`src/hw/rtl/fsd_pkg.sv`:
```
// Shared constants, types and helper functions for the Floyd-Steinberg dither unit.
// No dependencies; the other files of the block, but for fsd_ram, refer to this package by scoped names.
`default_nettype none

package fsd_pkg;

    localparam int MAX_COLUMNS = 2048;
    localparam int ERROR_BITS  = 12;
    localparam int COL_BITS    = $clog2(MAX_COLUMNS);
    // error times 7 before the shift needs five bits above the stored error
    localparam int WIDE_W      = ERROR_BITS + 5;

    localparam int PIXEL_W   = 8;
    localparam int CFG_COL_W = 12;
    localparam int CFG_ROW_W = 16;
    localparam int CMP_W     = (COL_BITS + 1 > CFG_COL_W) ? COL_BITS + 1 : CFG_COL_W;

    localparam int APB_DATA_W = 32;
    localparam int PADDR_W    = 3;

    localparam logic [CFG_COL_W-1:0] COLUMNS_RESET = CFG_COL_W'(640);
    localparam logic [CFG_ROW_W-1:0] ROWS_RESET    = CFG_ROW_W'(480);

    // register index, taken from paddr[2]
    localparam logic REG_COLUMNS = 1'b0;
    localparam logic REG_ROWS    = 1'b1;

    localparam logic [PIXEL_W-1:0] LEVEL_WHITE = 8'hFF;
    localparam logic [PIXEL_W-1:0] LEVEL_BLACK = 8'h00;
    localparam int THRESHOLD = 128;

    localparam int ERR_MAX = (1 << (ERROR_BITS - 1)) - 1;
    localparam int ERR_MIN = -ERR_MAX - 1;

    typedef logic signed [ERROR_BITS-1:0] t_err;
    typedef logic signed [WIDE_W-1:0]     t_wide;

    typedef struct packed {
        logic [COL_BITS-1:0] col;
        logic                last_col;
        logic                last_row;
        logic                first_row;
    } t_pos;

    typedef struct packed {
        logic [PIXEL_W-1:0] gray;
        t_pos               pos;
    } t_item;

    function automatic t_wide widen(input t_err e);
        return {{(WIDE_W - ERROR_BITS){e[ERROR_BITS-1]}}, e};
    endfunction

    function automatic t_wide pixel_wide(input logic [PIXEL_W-1:0] p);
        return $signed({{(WIDE_W - PIXEL_W){1'b0}}, p});
    endfunction

    function automatic t_err sat_err(input t_wide v);
        if (v > t_wide'(ERR_MAX)) begin
            return t_err'(ERR_MAX);
        end else if (v < t_wide'(ERR_MIN)) begin
            return t_err'(ERR_MIN);
        end
        return $signed(v[ERROR_BITS-1:0]);
    endfunction

    // floor division by 16
    function automatic t_wide share16(input t_wide v);
        return v >>> 4;
    endfunction

endpackage

`default_nettype wire

```
`src/hw/rtl/fsd_scan.sv`:
```
// Column and row position tracking for the raster scan, sized from the configured image.
// Depends on fsd_pkg.
`default_nettype none

module fsd_scan (
    input  wire logic                           i_clk,
    input  wire logic                           i_rst_n,
    input  wire logic                           i_advance,
    input  wire logic [fsd_pkg::CFG_COL_W-1:0]  i_columns,
    input  wire logic [fsd_pkg::CFG_ROW_W-1:0]  i_rows,
    output fsd_pkg::t_pos                       o_pos
);

    logic [fsd_pkg::COL_BITS-1:0]  r_col;
    logic [fsd_pkg::CFG_ROW_W-1:0] r_row;

    logic [fsd_pkg::CMP_W-1:0]     cols_cfg;
    logic [fsd_pkg::CMP_W-1:0]     cols_eff;
    logic [fsd_pkg::CFG_ROW_W-1:0] rows_eff;
    logic                          last_col;
    logic                          last_row;

    always_comb begin
        cols_cfg = fsd_pkg::CMP_W'(i_columns);
        if (cols_cfg == '0) begin
            cols_eff = fsd_pkg::CMP_W'(1);
        end else if (cols_cfg > fsd_pkg::CMP_W'(fsd_pkg::MAX_COLUMNS)) begin
            cols_eff = fsd_pkg::CMP_W'(fsd_pkg::MAX_COLUMNS);
        end else begin
            cols_eff = cols_cfg;
        end
        rows_eff = (i_rows == '0) ? fsd_pkg::CFG_ROW_W'(1) : i_rows;

        // a count at or past the size closes its row or frame
        last_col = (fsd_pkg::CMP_W'(r_col) + fsd_pkg::CMP_W'(1)) >= cols_eff;
        last_row = ({1'b0, r_row} + (fsd_pkg::CFG_ROW_W + 1)'(1)) >= {1'b0, rows_eff};
    end

    assign o_pos.col       = r_col;
    assign o_pos.last_col  = last_col;
    assign o_pos.last_row  = last_row;
    assign o_pos.first_row = (r_row == '0);

    always_ff @(posedge i_clk) begin
        if (!i_rst_n) begin
            r_col <= '0;
            r_row <= '0;
        end else if (i_advance) begin
            if (last_col) begin
                r_col <= '0;
                r_row <= last_row ? '0 : r_row + fsd_pkg::CFG_ROW_W'(1);
            end else begin
                r_col <= r_col + fsd_pkg::COL_BITS'(1);
            end
        end
    end

endmodule

`default_nettype wire

```
`config.mk`:
```
export PLATFORM = sky130hd
export DESIGN_NAME = fsd_scan
export DESIGN_NICKNAME = d
export VERILOG_FILES = /design/src/hw/rtl/fsd_pkg.sv /design/src/hw/rtl/fsd_scan.sv
export SDC_FILE = /design/constraint.sdc
export NUM_CORES = 1
export LEC_CHECK = 0
export ABC_AREA = 1
export BUFFER_PORTS_ARGS = -buffer_cell sky130_fd_sc_hd__buf_2
export CAP_MARGIN = 20
export CORE_ASPECT_RATIO = 0.8
export CORE_MARGIN = 1
export CORE_UTILIZATION = 30
export DETAILED_ROUTE_END_ITERATION = 16
export GPL_ROUTABILITY_DRIVEN = 0
export GPL_TIMING_DRIVEN = 0
export PLACE_DENSITY = 0.61
export SETUP_SLACK_MARGIN = 0.1
export SYNTH_ARGS = -nofsm -noshare
export SYNTH_HDL_FRONTEND = slang
export SYNTH_SLANG_ARGS = --single-unit
export TNS_END_PERCENT = 5
```
`constraint.sdc`:
```
create_clock -name i_clk -period 2.5 [get_ports i_clk]
set_input_delay 0.25 -clock i_clk [delete_from_list [all_inputs] [get_ports i_clk]]
set_output_delay 0.25 -clock i_clk [all_outputs]
set_load 0.005 [all_outputs]
```
==> flow_summary.ini <==
[status]
outcome = complete, but fails checks
violations_in_the_final_reports = negative setup slack

[die]
die_area_um2 = 8680
coreArea_um2 = 7980
initial_core_util = 0.312
pin_count = 45
die_width_um = 104
die_height_um = 83.5
floorplan.rows = 29

[yosys]
syn-mean-instance-area_um2 = 6.44
synth_cell_types = 32
netlist.top_cell.by_area = sky130_fd_sc_hd__dfxtp_1
synthesized_nets = 449
synth_top_cell_area_share = 0.217
yosysWarnings = 0
syn_area_um2 = 2490
netlist_top_cells_area = sky130_fd_sc_hd__dfxtp_1 22%, sky130_fd_sc_hd__nand2_1 19%, sky130_fd_sc_hd__ha_1 16%
flops_latches_synth = 27
synthesis.instances = 387
synth_sequential_area_ratio = 0.217

[timing]
setup_slack_ns = -0.367
finalClockSkew_ns = 0.00183
final_min_period_over_clock_period = 1.15
timing.final.setup_violations = 12
hold_ws_ns = 0.259
timing_worst_slew_pin_value_ns = 0.471
period_needed_ns = 2.87
max_slew_margin = 0.683
slew_violations = 0
max_freq_mhz = 349
setup_repair_after_global_routing_missed_its_margin = yes
final_hold_viol_count = 0

[critical_path]
crit_type = flop to primary output
critical-path-max-stage-delay_ns = 0.39
worst-path-max-fanout = 4
path_common_cell = sky130_fd_sc_hd__nor2_4
cell_chain_critical_path = ha_4, nand3_4, nor2_4, nand2_4, nor2_4, buf_4, xor2_2, ha_1, nand2_2, nor2_2, nand2_1, o21ai_2, nor2_2, nand3_2, nor2_4, buf_6, inv_2, buf_6
endpoint_kind = primary output
crit_buf_inv = 4
cp.required_ns = 2.25
crit_arrival_ns = 2.62
path_delay_family = simple AND/OR/NAND/NOR gates
worstSetupStartpointType = flop
slowest_stage = sky130_fd_sc_hd__dfxtp_4

[clock_tree]
number_of_cts_inserted_buffers = 3
insertion_delay_ns = 0.27
cts_max_level = 1
clock_transition_at_the_registers_of_the_reported_paths_ns = 0.10
cts-root-to-sink-buffers = 2
clock_sink_count = 27
holdBufCountCts = 0
tritoncts_clock_tree = done
clock_root_buffer = sky130_fd_sc_hd__clkbuf_8

[job]
drv.max_cap_violation_count = 0

[drt]
drt_pre_antenna_iters = 4
detail_route.iter0.violations = 94
detailroute.via_count = 2534
routedWlPerCell_um = 11.3
remaining_drc_errors = 0
postRouteAntennaNets = 0
postRouteWirelength_um = 6290
vias_per_cell = 4.55

[power_and_ir_drop]
p_leak_uw = 0.00172
power.density_nw_per_um2 = 269
power.ir.vdd_worst_v = 0.000219
power.total_uw = 885

[final_layout]
antenna_cells_inserted = 0
nFillCells = 855
design.final.nets = 512
syn2layout_area_growth_pct = 31.8
final_layout_size_suffix_gt1_frac = 0.318

[place]
buffer_ports.inserted = 44
detailedPlacementHpwl_um = 4900

[global_route]
grt_use_total = 0.150
grt_pass1_wl_um = 10900
grt_antenna_before_repair = 0
grt_max_degree = 16
overflow = 0
first_global_vias = 2422

[hold_path]
holdCritPathClass = input pin to flop
cell type report:
type                            count  area, um^2  share of cell area
Clock buffer                        3        41.3              0.0126
Timing Repair Buffer               59         339               0.103
Clock inverter                      1        5.00             0.00152
Buffer                              6        56.3              0.0171
Tap cell                          108         135              0.0411
Multi-Input combinational cell    298        1930               0.586
Sequential cell                    27         576               0.175
Inverter                           55         208              0.0632
final timing paths:
kind              startpoint        end  slack (ns)  depth (start not counted)
setup / recovery    r_row[1]   o_pos[1]       -0.37                         18
hold / removal       i_rst_n  r_col[10]        0.26                          3
setup reg to reg    r_col[0]   r_row[3]       -0.09                         15
hold reg to reg     r_row[7]   r_row[7]        0.48                          2
layer usage:
metal  global-route usage  wire (um)  vias to the layer above
li1                     -          -                     1343
met1                0.206       3190                     1150
met2                0.248       2800                       37
met3               0.0312        267                        4
met4               0.0169         31                        0
met5                    0          0                        -
cell usage after synthesis:
master,count
sky130_fd_sc_hd__or2_2,1
sky130_fd_sc_hd__xnor2_2,1
sky130_fd_sc_hd__nor4_1,7
sky130_fd_sc_hd__nand4_1,3
sky130_fd_sc_hd__nor2_2,3
sky130_fd_sc_hd__a21o_1,1
sky130_fd_sc_hd__inv_2,1
sky130_fd_sc_hd__xor2_1,16
sky130_fd_sc_hd__nand3_1,25
sky130_fd_sc_hd__and2_1,1
sky130_fd_sc_hd__nor3_1,8
sky130_fd_sc_hd__nor2_4,2
sky130_fd_sc_hd__clkbuf_1,1
sky130_fd_sc_hd__xnor2_1,6
sky130_fd_sc_hd__o21ai_0,2
sky130_fd_sc_hd__clkinv_2,1
sky130_fd_sc_hd__ha_1,31
sky130_fd_sc_hd__dfxtp_1,27
sky130_fd_sc_hd__nor2_1,37
sky130_fd_sc_hd__buf_4,2
sky130_fd_sc_hd__nand3b_1,1
sky130_fd_sc_hd__nand3_2,3
sky130_fd_sc_hd__a21oi_1,17
sky130_fd_sc_hd__nor3_2,1
sky130_fd_sc_hd__nand2_1,126
sky130_fd_sc_hd__nand4_2,2
sky130_fd_sc_hd__inv_1,52
sky130_fd_sc_hd__nand2_2,3
sky130_fd_sc_hd__buf_2,2
sky130_fd_sc_hd__a41o_1,1
sky130_fd_sc_hd__clkinv_1,1
sky130_fd_sc_hd__buf_6,2
kinds of logic (layout without fill, tap and decap cells):
family                     count (synthesis)  count (layout)  share of synthesized area
adders and majority gates                 31              31                      0.156
AOI/OAI and AO/OA                         21              21                     0.0452
and+or+nand+nor                          223             223                      0.395
DFF                                       27              27                      0.217
xor gates and xnor gates                  23              23                     0.0838
buffers and inverters                     62             124                      0.104
placed cells by master (no fill, tap or decap), drive strengths merged:
master | netlist | routed
a21o | 1 | 1
o21ai | 2 | 2
ha | 31 | 31
dfxtp | 27 | 27
clkbuf | 1 | 4
nand4 | 5 | 5
xor2 | 16 | 16
inv | 53 | 53
clkinv | 2 | 3
nor3 | 9 | 9
xnor2 | 7 | 7
buf | 6 | 64
nand2 | 129 | 129
nand3 | 28 | 28
nor2 | 42 | 42
or2 | 1 | 1
nand3b | 1 | 1
nor4 | 7 | 7
a21oi | 17 | 17
a41o | 1 | 1
and2 | 1 | 1
sequential cells by signal, summed over array words and instances (netlist names):
name	flops
r_row	16
r_col	11
power breakdown:
| group | switching (uW) | internal [uW] |
|---|---|---|
| registers | 11.4 | 432 |
| logic | 109 | 81.3 |
| clock network | 140 | 112 |
tightest hold or removal path, delay by kind of cell:
family	cells	cell delay, ns
buffers and inverters	1	0.12
AND/OR/NAND/NOR	2	0.13
through the flow:
stage | TNS [ns] | worst slack, ns | instances | util | instance area [um^2]
2_1_floorplan | -0.105 | -0.105 | 387 | - | 2520
3_3_place_gp | -10.89 | -0.587 | 539 | 0.361 | 2880
3_5_place_dp | -12.71 | -0.588 | 539 | 0.361 | 2880
4_1_cts | -1.40 | -0.358 | 554 | 0.397 | 3170
5_1_grt | -4.71 | -0.529 | 557 | 0.412 | 3290
6_report | -1.37 | -0.367 | 557 | 0.412 | 3290
what timing repair did:
action | in CTS | in global routing
setup endpoints to repair | 29 | 29
resized for setup | 47 | 28
setup buffers | 12 | 3
cloned | 0 | 0
pin swaps | 33 | 14
Power figures use the tool's default switching activity.
